--- config.mk ---
export PLATFORM = sky130hd
export DESIGN_NAME = vehicle_kinematic_step_flat
export DESIGN_NICKNAME = d
export VERILOG_FILES = /design/src/rtl/vks_pkg.sv /design/src/rtl/vks_if.sv /design/src/rtl/vehicle_kinematic_step.sv /design/src/rtl/vks_cfg.sv /design/src/rtl/vks_mul.sv /design/src/rtl/vks_cordic.sv /design/src/flat_wrapper.sv
export SDC_FILE = /design/constraint.sdc
export NUM_CORES = 2
export LEC_CHECK = 0
export BUFFER_PORTS_ARGS = -buffer_cell sky130_fd_sc_hd__clkbuf_2
export CAP_MARGIN = 20
export CORE_ASPECT_RATIO = 0.6
export CORE_MARGIN = 2
export CORE_UTILIZATION = 56
export CTS_BUF_LIST = sky130_fd_sc_hd__clkbuf_4
export CTS_CLUSTER_SIZE = 14
export DETAILED_ROUTE_END_ITERATION = 7
export PLACE_DENSITY = 0.69
export SYNTH_ARGS = -nofsm -noshare
export SYNTH_HDL_FRONTEND = slang
export SYNTH_HIERARCHICAL = 1
export SYNTH_SLANG_ARGS = --single-unit
--- constraint.sdc ---
create_clock -name clk -period 15.2 [get_ports clk]
set_input_delay 1.52 -clock clk [delete_from_list [all_inputs] [get_ports clk]]
set_output_delay 1.52 -clock clk [all_outputs]
set_load 0.03 [all_outputs]
--- src/rtl/vks_pkg.sv ---
// Shared types, constants and helper functions of the vehicle kinematic step block.
`default_nettype none

package vks_pkg;

  localparam int CMD_W       = 16;
  localparam int POS_W       = 32;
  localparam int SPD_W       = 32;
  localparam int ANG_W       = 16;
  localparam int TRIG_W      = 16;
  localparam int CFG_AW      = 4;
  localparam int CFG_DW      = 32;

  localparam int MUL_AW      = 49;
  localparam int MUL_BW      = 17;
  localparam int MUL_PW      = MUL_AW + MUL_BW;

  localparam int CORDIC_STEPS = 16;
  localparam int ATAN_ENTRIES = 24;
  localparam int CORDIC_ITER  = (CORDIC_STEPS > ATAN_ENTRIES) ? ATAN_ENTRIES : CORDIC_STEPS;
  localparam int CORDIC_CW    = $clog2(CORDIC_ITER);
  localparam int ATAN_IW      = $clog2(ATAN_ENTRIES);
  localparam int CORDIC_W     = 34;
  localparam logic signed [CORDIC_W-1:0] CORDIC_GAIN = 34'sd652032874;

  localparam logic [1:0] REG_ROTATION_RATE = 2'd0;
  localparam logic [1:0] REG_SPEED_FACTOR  = 2'd1;
  localparam logic [1:0] REG_MAX_SPEED     = 2'd2;
  localparam logic [1:0] REG_MIN_SPEED     = 2'd3;

  localparam logic [15:0] ROTATION_RATE_RST = 16'd4096;
  localparam logic [15:0] SPEED_FACTOR_RST  = 16'd256;
  localparam logic signed [SPD_W-1:0] MAX_SPEED_RST = 32'sd1048576;
  localparam logic signed [SPD_W-1:0] MIN_SPEED_RST = 32'sd0;

  typedef struct packed {
    logic [15:0]              rotation_rate;
    logic [15:0]              speed_factor;
    logic signed [SPD_W-1:0]  max_speed;
    logic signed [SPD_W-1:0]  min_speed;
  } vks_cfg_t;

  typedef struct packed {
    logic                     valid;
    logic signed [TRIG_W-1:0] cos_v;
    logic signed [TRIG_W-1:0] sin_v;
  } vks_trig_t;

  function automatic logic signed [CORDIC_W-1:0] cordic_atan(input logic [ATAN_IW-1:0] idx);
    logic signed [CORDIC_W-1:0] v;
    unique case (idx)
      5'd0:  v = 34'sd536870912;
      5'd1:  v = 34'sd316933406;
      5'd2:  v = 34'sd167458907;
      5'd3:  v = 34'sd85004756;
      5'd4:  v = 34'sd42667331;
      5'd5:  v = 34'sd21354465;
      5'd6:  v = 34'sd10679838;
      5'd7:  v = 34'sd5340245;
      5'd8:  v = 34'sd2670163;
      5'd9:  v = 34'sd1335087;
      5'd10: v = 34'sd667544;
      5'd11: v = 34'sd333772;
      5'd12: v = 34'sd166886;
      5'd13: v = 34'sd83443;
      5'd14: v = 34'sd41722;
      5'd15: v = 34'sd20861;
      5'd16: v = 34'sd10430;
      5'd17: v = 34'sd5215;
      5'd18: v = 34'sd2608;
      5'd19: v = 34'sd1304;
      5'd20: v = 34'sd652;
      5'd21: v = 34'sd326;
      5'd22: v = 34'sd163;
      5'd23: v = 34'sd81;
      default: v = '0;
    endcase
    return v;
  endfunction

  function automatic logic signed [SPD_W-1:0] sat32(input logic signed [SPD_W:0] v);
    logic signed [SPD_W-1:0] r;
    if (v[SPD_W] != v[SPD_W-1]) begin
      r = v[SPD_W] ? {1'b1, {(SPD_W-1){1'b0}}} : {1'b0, {(SPD_W-1){1'b1}}};
    end else begin
      r = v[SPD_W-1:0];
    end
    return r;
  endfunction

endpackage

`default_nettype wire

--- src/rtl/vks_if.sv ---
// Input and result channel interfaces of the vehicle kinematic step block.
`default_nettype none

interface vks_in_if import vks_pkg::*; ();
  logic              valid;
  logic              ready;
  logic [CMD_W-1:0]  steer;
  logic [CMD_W-1:0]  throttle;
  logic [CMD_W-1:0]  brake_cmd;
  logic [CMD_W-1:0]  elapsed;

  modport source (output valid, output steer, output throttle, output brake_cmd,
                  output elapsed, input ready);
  modport sink   (input valid, input steer, input throttle, input brake_cmd,
                  input elapsed, output ready);
endinterface

interface vks_out_if import vks_pkg::*; ();
  logic                     valid;
  logic                     ready;
  logic signed [POS_W-1:0]  pos_x;
  logic signed [POS_W-1:0]  pos_y;
  logic [ANG_W-1:0]         heading;
  logic signed [TRIG_W-1:0] heading_cos;
  logic signed [TRIG_W-1:0] heading_sin;
  logic signed [SPD_W-1:0]  speed_out;

  modport source (output valid, output pos_x, output pos_y, output heading,
                  output heading_cos, output heading_sin, output speed_out, input ready);
  modport sink   (input valid, input pos_x, input pos_y, input heading,
                  input heading_cos, input heading_sin, input speed_out, output ready);
endinterface

`default_nettype wire

--- src/rtl/vehicle_kinematic_step.sv ---
// Top level of the vehicle kinematic step block: sequencer, state and result register.
// Usage:
//   Each word on in_ch is one simulation tick: steer, throttle, brake_cmd and elapsed,
//   all Q0.16. Each accepted word yields exactly one word on out_ch: the new centre
//   (pos_x, pos_y, Q16.16), heading as a binary angle, its Q1.15 cosine and sine, and
//   the scaled speed after decay.
//   The configuration registers (rotation_rate, speed_factor, max_speed, min_speed)
//   sit at byte addresses 0, 4, 8 and 12 of the APB port; write them only while idle.
// Timing:
//   in_ch.ready is high only while the sequencer is idle. After acceptance the sequencer
//   steps through throttle, brake, heading update and clamp, CORDIC start, the distance
//   and decay products, then waits for the CORDIC iterations plus a rounding step and a
//   handover step, then runs two passes for the position deltas, the write-back and the
//   output load that raises out_ch.valid. The next word is taken in the cycle after the
//   result is loaded, not before; most of the time is spent in the CORDIC loop.
// Reset:
//   rst_n (synchronous, active low) clears heading, speed and centre to zero and loads
//   the register defaults.
// Back-pressure:
//   A finished result waits in the output register while the next item is taken and
//   worked on; that item then holds in its last step until out_ch.ready frees the slot.
`default_nettype none

module vehicle_kinematic_step import vks_pkg::*; (
  input  logic              clk,
  input  logic              rst_n,
  vks_in_if.sink            in_ch,
  vks_out_if.source         out_ch,
  input  logic              psel,
  input  logic              penable,
  input  logic              pwrite,
  input  logic [CFG_AW-1:0] paddr,
  input  logic [CFG_DW-1:0] pwdata,
  output logic [CFG_DW-1:0] prdata,
  output logic              pready
);

  localparam logic [3:0] S_IDLE = 4'd0;
  localparam logic [3:0] S_H1   = 4'd1;
  localparam logic [3:0] S_H2   = 4'd2;
  localparam logic [3:0] S_HD   = 4'd3;
  localparam logic [3:0] S_CS   = 4'd4;
  localparam logic [3:0] S_VW   = 4'd5;
  localparam logic [3:0] S_DK   = 4'd6;
  localparam logic [3:0] S_CW   = 4'd7;
  localparam logic [3:0] S_PX   = 4'd8;
  localparam logic [3:0] S_PY   = 4'd9;
  localparam logic [3:0] S_FIN  = 4'd10;
  localparam logic [3:0] S_OUT  = 4'd11;

  vks_cfg_t                 cfg;
  vks_trig_t                trig;
  logic [3:0]               state_r;
  logic [CMD_W-1:0]         steer_r, thr_r, brk_r, dt_r;
  logic [ANG_W-1:0]         heading_r;
  logic signed [SPD_W-1:0]  scaled_speed_r, spd_r;
  logic [POS_W-1:0]         centre_x_r, centre_y_r;
  logic signed [47:0]       pv_r;
  logic [23:0]              decay_r;
  logic                     out_valid_r;
  logic signed [POS_W-1:0]  pos_x_r, pos_y_r, speed_out_r;
  logic [ANG_W-1:0]         heading_out_r;
  logic signed [TRIG_W-1:0] cos_out_r, sin_out_r;

  logic signed [MUL_AW-1:0] mul_a;
  logic signed [MUL_BW-1:0] mul_b;
  logic signed [MUL_PW-1:0] prod_r;
  logic signed [MUL_PW-1:0] rnd_sum;
  logic [17:0]              steer_term;
  logic                     cordic_start;
  logic                     out_load;

  vks_cfg u_cfg (
    .clk     (clk),
    .rst_n   (rst_n),
    .psel    (psel),
    .penable (penable),
    .pwrite  (pwrite),
    .paddr   (paddr),
    .pwdata  (pwdata),
    .prdata  (prdata),
    .pready  (pready),
    .cfg     (cfg)
  );

  vks_mul u_mul (
    .clk    (clk),
    .op_a   (mul_a),
    .op_b   (mul_b),
    .prod_r (prod_r)
  );

  vks_cordic u_cordic (
    .clk   (clk),
    .rst_n (rst_n),
    .start (cordic_start),
    .angle (heading_r),
    .res   (trig)
  );

  assign steer_term   = {1'b0, steer_r, 1'b0} - 18'h10000;
  assign rnd_sum      = prod_r + 66'sh4000_0000;
  assign cordic_start = (state_r == S_CS);
  assign out_load     = (state_r == S_OUT) && (!out_valid_r || out_ch.ready);

  always_comb begin
    mul_a = '0;
    mul_b = '0;
    unique case (state_r)
      S_H1: begin
        mul_a = MUL_AW'($signed(steer_term[16:0]));
        mul_b = MUL_BW'(cfg.rotation_rate);
      end
      S_H2: begin
        mul_a = MUL_AW'($signed(prod_r[32:0]));
        mul_b = MUL_BW'(dt_r);
      end
      S_CS: begin
        mul_a = MUL_AW'(spd_r);
        mul_b = MUL_BW'(dt_r);
      end
      S_VW: begin
        mul_a = MUL_AW'(dt_r);
        mul_b = MUL_BW'(cfg.speed_factor);
      end
      S_PX: begin
        mul_a = MUL_AW'(pv_r);
        mul_b = MUL_BW'(trig.cos_v);
      end
      S_PY: begin
        mul_a = MUL_AW'(pv_r);
        mul_b = MUL_BW'(trig.sin_v);
      end
      default: ;
    endcase
  end

  always_ff @(posedge clk) begin
    if (!rst_n) begin
      state_r        <= S_IDLE;
      heading_r      <= '0;
      scaled_speed_r <= '0;
      centre_x_r     <= '0;
      centre_y_r     <= '0;
    end else begin
      unique case (state_r)
        S_IDLE: begin
          if (in_ch.valid) begin
            steer_r <= in_ch.steer;
            thr_r   <= in_ch.throttle;
            brk_r   <= in_ch.brake_cmd;
            dt_r    <= in_ch.elapsed;
            state_r <= S_H1;
          end
        end
        S_H1: begin
          spd_r   <= sat32({scaled_speed_r[SPD_W-1], scaled_speed_r} + {17'b0, thr_r});
          state_r <= S_H2;
        end
        S_H2: begin
          spd_r   <= sat32({spd_r[SPD_W-1], spd_r} - {17'b0, brk_r});
          state_r <= S_HD;
        end
        S_HD: begin
          heading_r <= heading_r + prod_r[47:32];
          if (spd_r > cfg.max_speed) begin
            spd_r <= cfg.max_speed;
          end else if (spd_r < cfg.min_speed) begin
            spd_r <= cfg.min_speed;
          end
          state_r <= S_CS;
        end
        S_CS: state_r <= S_VW;
        S_VW: begin
          pv_r    <= prod_r[47:0];
          state_r <= S_DK;
        end
        S_DK: begin
          decay_r <= prod_r[31:8];
          state_r <= S_CW;
        end
        S_CW: begin
          if (trig.valid) begin
            state_r <= S_PX;
          end
        end
        S_PX: state_r <= S_PY;
        S_PY: begin
          centre_x_r <= centre_x_r + rnd_sum[62:31];
          state_r    <= S_FIN;
        end
        S_FIN: begin
          centre_y_r     <= centre_y_r + rnd_sum[62:31];
          scaled_speed_r <= sat32({spd_r[SPD_W-1], spd_r} - {9'b0, decay_r});
          state_r        <= S_OUT;
        end
        S_OUT: begin
          if (out_load) begin
            state_r <= S_IDLE;
          end
        end
        default: state_r <= S_IDLE;
      endcase
    end
  end

  always_ff @(posedge clk) begin
    if (!rst_n) begin
      out_valid_r <= 1'b0;
    end else if (out_load) begin
      out_valid_r <= 1'b1;
    end else if (out_ch.ready) begin
      out_valid_r <= 1'b0;
    end
  end

  always_ff @(posedge clk) begin
    if (out_load) begin
      pos_x_r       <= centre_x_r;
      pos_y_r       <= centre_y_r;
      heading_out_r <= heading_r;
      cos_out_r     <= trig.cos_v;
      sin_out_r     <= trig.sin_v;
      speed_out_r   <= scaled_speed_r;
    end
  end

  assign in_ch.ready        = (state_r == S_IDLE);
  assign out_ch.valid       = out_valid_r;
  assign out_ch.pos_x       = pos_x_r;
  assign out_ch.pos_y       = pos_y_r;
  assign out_ch.heading     = heading_out_r;
  assign out_ch.heading_cos = cos_out_r;
  assign out_ch.heading_sin = sin_out_r;
  assign out_ch.speed_out   = speed_out_r;

endmodule

`default_nettype wire

--- src/rtl/vks_cfg.sv ---
// APB configuration register file of the vehicle kinematic step block.
`default_nettype none

module vks_cfg import vks_pkg::*; (
  input  logic              clk,
  input  logic              rst_n,
  input  logic              psel,
  input  logic              penable,
  input  logic              pwrite,
  input  logic [CFG_AW-1:0] paddr,
  input  logic [CFG_DW-1:0] pwdata,
  output logic [CFG_DW-1:0] prdata,
  output logic              pready,
  output vks_cfg_t          cfg
);

  vks_cfg_t   cfg_r;
  logic [1:0] idx;

  assign idx    = paddr[3:2];
  assign pready = 1'b1;
  assign cfg    = cfg_r;

  always_ff @(posedge clk) begin
    if (!rst_n) begin
      cfg_r.rotation_rate <= ROTATION_RATE_RST;
      cfg_r.speed_factor  <= SPEED_FACTOR_RST;
      cfg_r.max_speed     <= MAX_SPEED_RST;
      cfg_r.min_speed     <= MIN_SPEED_RST;
    end else if (psel && penable && pwrite) begin
      unique case (idx)
        REG_ROTATION_RATE: cfg_r.rotation_rate <= pwdata[15:0];
        REG_SPEED_FACTOR:  cfg_r.speed_factor  <= pwdata[15:0];
        REG_MAX_SPEED:     cfg_r.max_speed     <= $signed(pwdata);
        REG_MIN_SPEED:     cfg_r.min_speed     <= $signed(pwdata);
        default: ;
      endcase
    end
  end

  always_comb begin
    unique case (idx)
      REG_ROTATION_RATE: prdata = {16'b0, cfg_r.rotation_rate};
      REG_SPEED_FACTOR:  prdata = {16'b0, cfg_r.speed_factor};
      REG_MAX_SPEED:     prdata = cfg_r.max_speed;
      REG_MIN_SPEED:     prdata = cfg_r.min_speed;
      default:           prdata = '0;
    endcase
  end

endmodule

`default_nettype wire

--- src/rtl/vks_mul.sv ---
// Shared registered signed multiplier of the vehicle kinematic step block.
`default_nettype none

module vks_mul import vks_pkg::*; (
  input  logic                     clk,
  input  logic signed [MUL_AW-1:0] op_a,
  input  logic signed [MUL_BW-1:0] op_b,
  output logic signed [MUL_PW-1:0] prod_r
);

  always_ff @(posedge clk) begin
    prod_r <= op_a * op_b;
  end

endmodule

`default_nettype wire

--- src/rtl/vks_cordic.sv ---
// Iterative rotation-mode CORDIC giving the Q1.15 cosine and sine of a heading.
`default_nettype none

module vks_cordic import vks_pkg::*; (
  input  logic             clk,
  input  logic             rst_n,
  input  logic             start,
  input  logic [ANG_W-1:0] angle,
  output vks_trig_t        res
);

  logic signed [CORDIC_W-1:0] x_r, y_r, z_r;
  logic [CORDIC_CW-1:0]       cnt_r;
  logic                       busy_r, fin_r, flip_r;
  vks_trig_t                  res_r;
  logic                       flip;
  logic signed [CORDIC_W-1:0] z0, xs, ys, atan_v, xf, yf;

  function automatic logic signed [TRIG_W-1:0] to_q15(input logic signed [CORDIC_W-1:0] v);
    logic signed [CORDIC_W-1:0] r;
    logic signed [TRIG_W-1:0]   q;
    r = (v + 34'sd16384) >>> 15;
    if (r > 34'sd32767) begin
      q = 16'sh7fff;
    end else if (r < -34'sd32768) begin
      q = 16'sh8000;
    end else begin
      q = r[TRIG_W-1:0];
    end
    return q;
  endfunction

  assign flip   = (angle > 16'h4000) && (angle < 16'hC000);
  assign z0     = CORDIC_W'($signed({angle ^ {flip, 15'b0}, 16'b0}));
  assign xs     = x_r >>> cnt_r;
  assign ys     = y_r >>> cnt_r;
  assign atan_v = cordic_atan(ATAN_IW'(cnt_r));
  assign xf     = flip_r ? -x_r : x_r;
  assign yf     = flip_r ? -y_r : y_r;
  assign res    = res_r;

  always_ff @(posedge clk) begin
    if (!rst_n) begin
      busy_r    <= 1'b0;
      fin_r     <= 1'b0;
      res_r.valid <= 1'b0;
    end else if (start) begin
      x_r       <= CORDIC_GAIN;
      y_r       <= '0;
      z_r       <= z0;
      flip_r    <= flip;
      cnt_r     <= '0;
      busy_r    <= 1'b1;
      fin_r     <= 1'b0;
      res_r.valid <= 1'b0;
    end else if (busy_r) begin
      if (!z_r[CORDIC_W-1]) begin
        x_r <= x_r - ys;
        y_r <= y_r + xs;
        z_r <= z_r - atan_v;
      end else begin
        x_r <= x_r + ys;
        y_r <= y_r - xs;
        z_r <= z_r + atan_v;
      end
      cnt_r <= cnt_r + 1'b1;
      if (cnt_r == CORDIC_CW'(CORDIC_ITER - 1)) begin
        busy_r <= 1'b0;
        fin_r  <= 1'b1;
      end
    end else if (fin_r) begin
      res_r.cos_v <= to_q15(xf);
      res_r.sin_v <= to_q15(yf);
      res_r.valid <= 1'b1;
      fin_r       <= 1'b0;
    end
  end

endmodule

`default_nettype wire
--- src/flat_wrapper.sv ---
// flat-port wrapper written by rule: the top's interface ports become plain ports
module vehicle_kinematic_step_flat import vks_pkg::*;
  (clk, rst_n, psel, penable, pwrite, paddr, pwdata, prdata, pready, in_ch_valid, in_ch_steer, in_ch_throttle, in_ch_brake_cmd, in_ch_elapsed, in_ch_ready, out_ch_valid, out_ch_pos_x, out_ch_pos_y, out_ch_heading, out_ch_heading_cos, out_ch_heading_sin, out_ch_speed_out, out_ch_ready);
  vks_in_if in_ch_i ();
  vks_out_if out_ch_i ();
  input  logic clk;
  input  logic rst_n;
  input  logic psel;
  input  logic penable;
  input  logic pwrite;
  input  logic [CFG_AW-1:0] paddr;
  input  logic [CFG_DW-1:0] pwdata;
  output logic [CFG_DW-1:0] prdata;
  output logic pready;
  input wire logic [$bits(in_ch_i.valid)-1:0] in_ch_valid;
  input wire logic [$bits(in_ch_i.steer)-1:0] in_ch_steer;
  input wire logic [$bits(in_ch_i.throttle)-1:0] in_ch_throttle;
  input wire logic [$bits(in_ch_i.brake_cmd)-1:0] in_ch_brake_cmd;
  input wire logic [$bits(in_ch_i.elapsed)-1:0] in_ch_elapsed;
  output wire logic [$bits(in_ch_i.ready)-1:0] in_ch_ready;
  output wire logic [$bits(out_ch_i.valid)-1:0] out_ch_valid;
  output wire logic [$bits(out_ch_i.pos_x)-1:0] out_ch_pos_x;
  output wire logic [$bits(out_ch_i.pos_y)-1:0] out_ch_pos_y;
  output wire logic [$bits(out_ch_i.heading)-1:0] out_ch_heading;
  output wire logic [$bits(out_ch_i.heading_cos)-1:0] out_ch_heading_cos;
  output wire logic [$bits(out_ch_i.heading_sin)-1:0] out_ch_heading_sin;
  output wire logic [$bits(out_ch_i.speed_out)-1:0] out_ch_speed_out;
  input wire logic [$bits(out_ch_i.ready)-1:0] out_ch_ready;
  assign in_ch_i.valid = in_ch_valid;
  assign in_ch_i.steer = in_ch_steer;
  assign in_ch_i.throttle = in_ch_throttle;
  assign in_ch_i.brake_cmd = in_ch_brake_cmd;
  assign in_ch_i.elapsed = in_ch_elapsed;
  assign in_ch_ready = in_ch_i.ready;
  assign out_ch_valid = out_ch_i.valid;
  assign out_ch_pos_x = out_ch_i.pos_x;
  assign out_ch_pos_y = out_ch_i.pos_y;
  assign out_ch_heading = out_ch_i.heading;
  assign out_ch_heading_cos = out_ch_i.heading_cos;
  assign out_ch_heading_sin = out_ch_i.heading_sin;
  assign out_ch_speed_out = out_ch_i.speed_out;
  assign out_ch_i.ready = out_ch_ready;
  vehicle_kinematic_step u_core (.clk(clk), .rst_n(rst_n), .in_ch(in_ch_i), .out_ch(out_ch_i), .psel(psel), .penable(penable), .pwrite(pwrite), .paddr(paddr), .pwdata(pwdata), .prdata(prdata), .pready(pready));
endmodule
==> impl_metrics.toml <==
[routing]
vias = 64020
vias_per_cell = 6.068
drtIter0Drc = 6901
wl_per_cell_um = 22.56
drtPass1Iterations = 8
final_antenna_net_count = 0
wirelength_um = 238000
drcViolationCount = 0

[worst_setup_path]
cp.required_ns = 16.36
crit_family = "adder cells"
r2r_cells = 25
crit_path_start_kind = "flop"
crit_slowest_cell = "nand2_1"
cp-end-kind = "flop"
critPathMaxFanout = 18
rrSetupSlack_ns = 5.63
path_class = "flop to flop"
slowest_delay_ns = 0.79
cp_common_cell = "fa_1"
r2r-end = "u_core/u_mul/prod_r[54]"
arrival_ns = 10.73
cp.depth = 25
worstReg2RegStart = "u_core/state_r[1]"
critPathBufInv = 5

[clock_tree]
clkTransAtPathRegs_ns = 0.07
clock-sinks = 760
holdBufCountCts = 0
clk_latency_ns = 1.28
cts_made_buffers = 182
clock-root-buffer = "clkbuf_4"
cts.repair.resized = 0
cts_buffer_depth = 3
cts_tree = "yes"
cts_setup_buffers = 0
htreeDepth = 4

[timing]
slew_headroom = 0.2290
period_minus_slack_ns = 9.570
slew_violations = 0
fmax_mhz = 104.5
rsz0062_at_grt = "false"
setup_viol = 0
period_share = 0.6296
clock-skew-final_ns = 0.09146
finalHoldViolCount = 0
finalSetupTns_ns = 0
worst_slew_pin_slew_ns = 1.153

[power]
netSwitchingPower_w = 0.002335
irDropWorstVdd_v = 0.00005810
power-per-cell-area_nw_per_um2 = 74.81
power.total_w = 0.006199
power.internal_w = 0.003865
p_seq_frac = 0.402
p_leak_nw = 37.47
swShare = 0.3766
combPwrFrac = 0.303
power_frac_clock = 0.295

[die]
core_area_um2 = 137300
die_y_um = 292.7
die_area_um2 = 142000
row_count = 105
die_w_um = 485.1
io-pin-count = 286
initial_core_util = 0.5665

[global_routing]
grt_usage = 0.3322
antenna_found_initial = 12
grt_pass1_wl_um = 365200
grt-ovfl-total = 0
grt_max_degree = 84
grt_pass1_vias = 61840

[min_path]
hp-class = "flop to flop"
whs_endpoint = "u_core/pv_r[6]"
min_path_cells = 0
min_from = "u_core/u_mul/prod_r[6]"

[layout]
final_common_cell = "nand2_1"
drive_gt1_frac = 0.09966
area_growth_pct = 6.544
fin_cells = 10550
seqCellArea_um2 = 19730
multiInputGateArea_um2 = 52310
final_cell_mix = "nand2_1, inv_1, fa_1, a21oi_1, nor2_1"
nNetsFinal = 9899
fillers = 11800

[placed_design]
dp_hpwl_um = 178200
place.gp.congestion = 0.9604
io_buffer_count = 282
place_inst = 10200

[yosys]
syn_area_um2 = 77780
post_synth.cell_area_avg_um2 = 9.196
yosys_warnings = 6
syn_inst = 8458
syn_nets = 9793

[run]
cap_viol_max_count = 0

[outcome]
status = "finished, final reports clean"
## power by group through the flow
stage	sequential (W)	clock, W	combinational [W]
after floorplan	0.00241	0	0.00129
after global placement	0.00252	0	0.00176
after detailed placement	0.00252	0	0.00181
after CTS	0.00247	0.00187	0.00182
after global routing	0.00250	0.00197	0.00205
final	0.00249	0.00183	0.00188
## how the worst max path moves through the flow
| stage | start | to |
|---|---|---|
| 2_1_floorplan | out_ch_ready | u_core/out_ch.heading[0] |
| 3_3_place_gp | u_core/state_r[1] | u_core/u_mul/prod_r[54] |
| 3_5_place_dp | u_core/state_r[1] | u_core/u_mul/prod_r[54] |
| 4_1_cts | u_core/state_r[1] | u_core/u_mul/prod_r[60] |
| 5_1_grt | u_core/state_r[1] | u_core/u_mul/prod_r[60] |
| 6_report | u_core/state_r[1] | u_core/u_mul/prod_r[54] |
## metal layers
metal / up-vias / GRT usage / part of all wire
met2: 3468 / 0.4530 / 0.40
li1: 28900 / - / -
met5: - / 0 / 0.00011
met4: 4 / 0.09550 / 0.025
met3: 370 / 0.1217 / 0.14
met1: 31290 / 0.4894 / 0.44
## stage by stage
step | hold slack, ns | setup slack, ns | instance area (um^2) | util
finish | 0.4197 | 5.630 | 82870 | 0.6036
global route | 0.3311 | 5.295 | 82860 | 0.6035
CTS | 0.3080 | 5.601 | 82790 | 0.6030
detailed placement | 0.4173 | 5.734 | 80300 | 0.5849
global placement | 0.4102 | 5.723 | 80300 | 0.5849
floorplan | 0.4081 | 3.055 | 77780 | -
## state kept, by name (all words and copies together), names as in the netlist, 32 cells and up
register and cells:
u_core/centre_x_r 32, u_core/scaled_speed_r 32, u_core/u_cordic/x_r 34, u_core/out_ch.pos_y 32, u_core/spd_r 32, u_core/u_mul/prod_r 63, u_core/out_ch.speed_out 32, u_core/pv_r 48
u_core/out_ch.pos_x 32, u_core/u_cordic/res 33, u_core/centre_y_r 32, u_core/u_cordic/y_r 34, u_core/u_cordic/z_r 34, u_core/u_cfg/cfg 96
## layout make-up
type,instances,share of cell area
Antenna cell,12,0.0003624
Sequential cell,760,0.2381
Inverter,1072,0.04859
Tap cell,1819,0.02746
Timing Repair Buffer,356,0.02420
Clock buffer,271,0.02455
Clock inverter,69,0.005556
Multi-Input combinational cell,6192,0.6312
(Power assumes the default switching activity.)
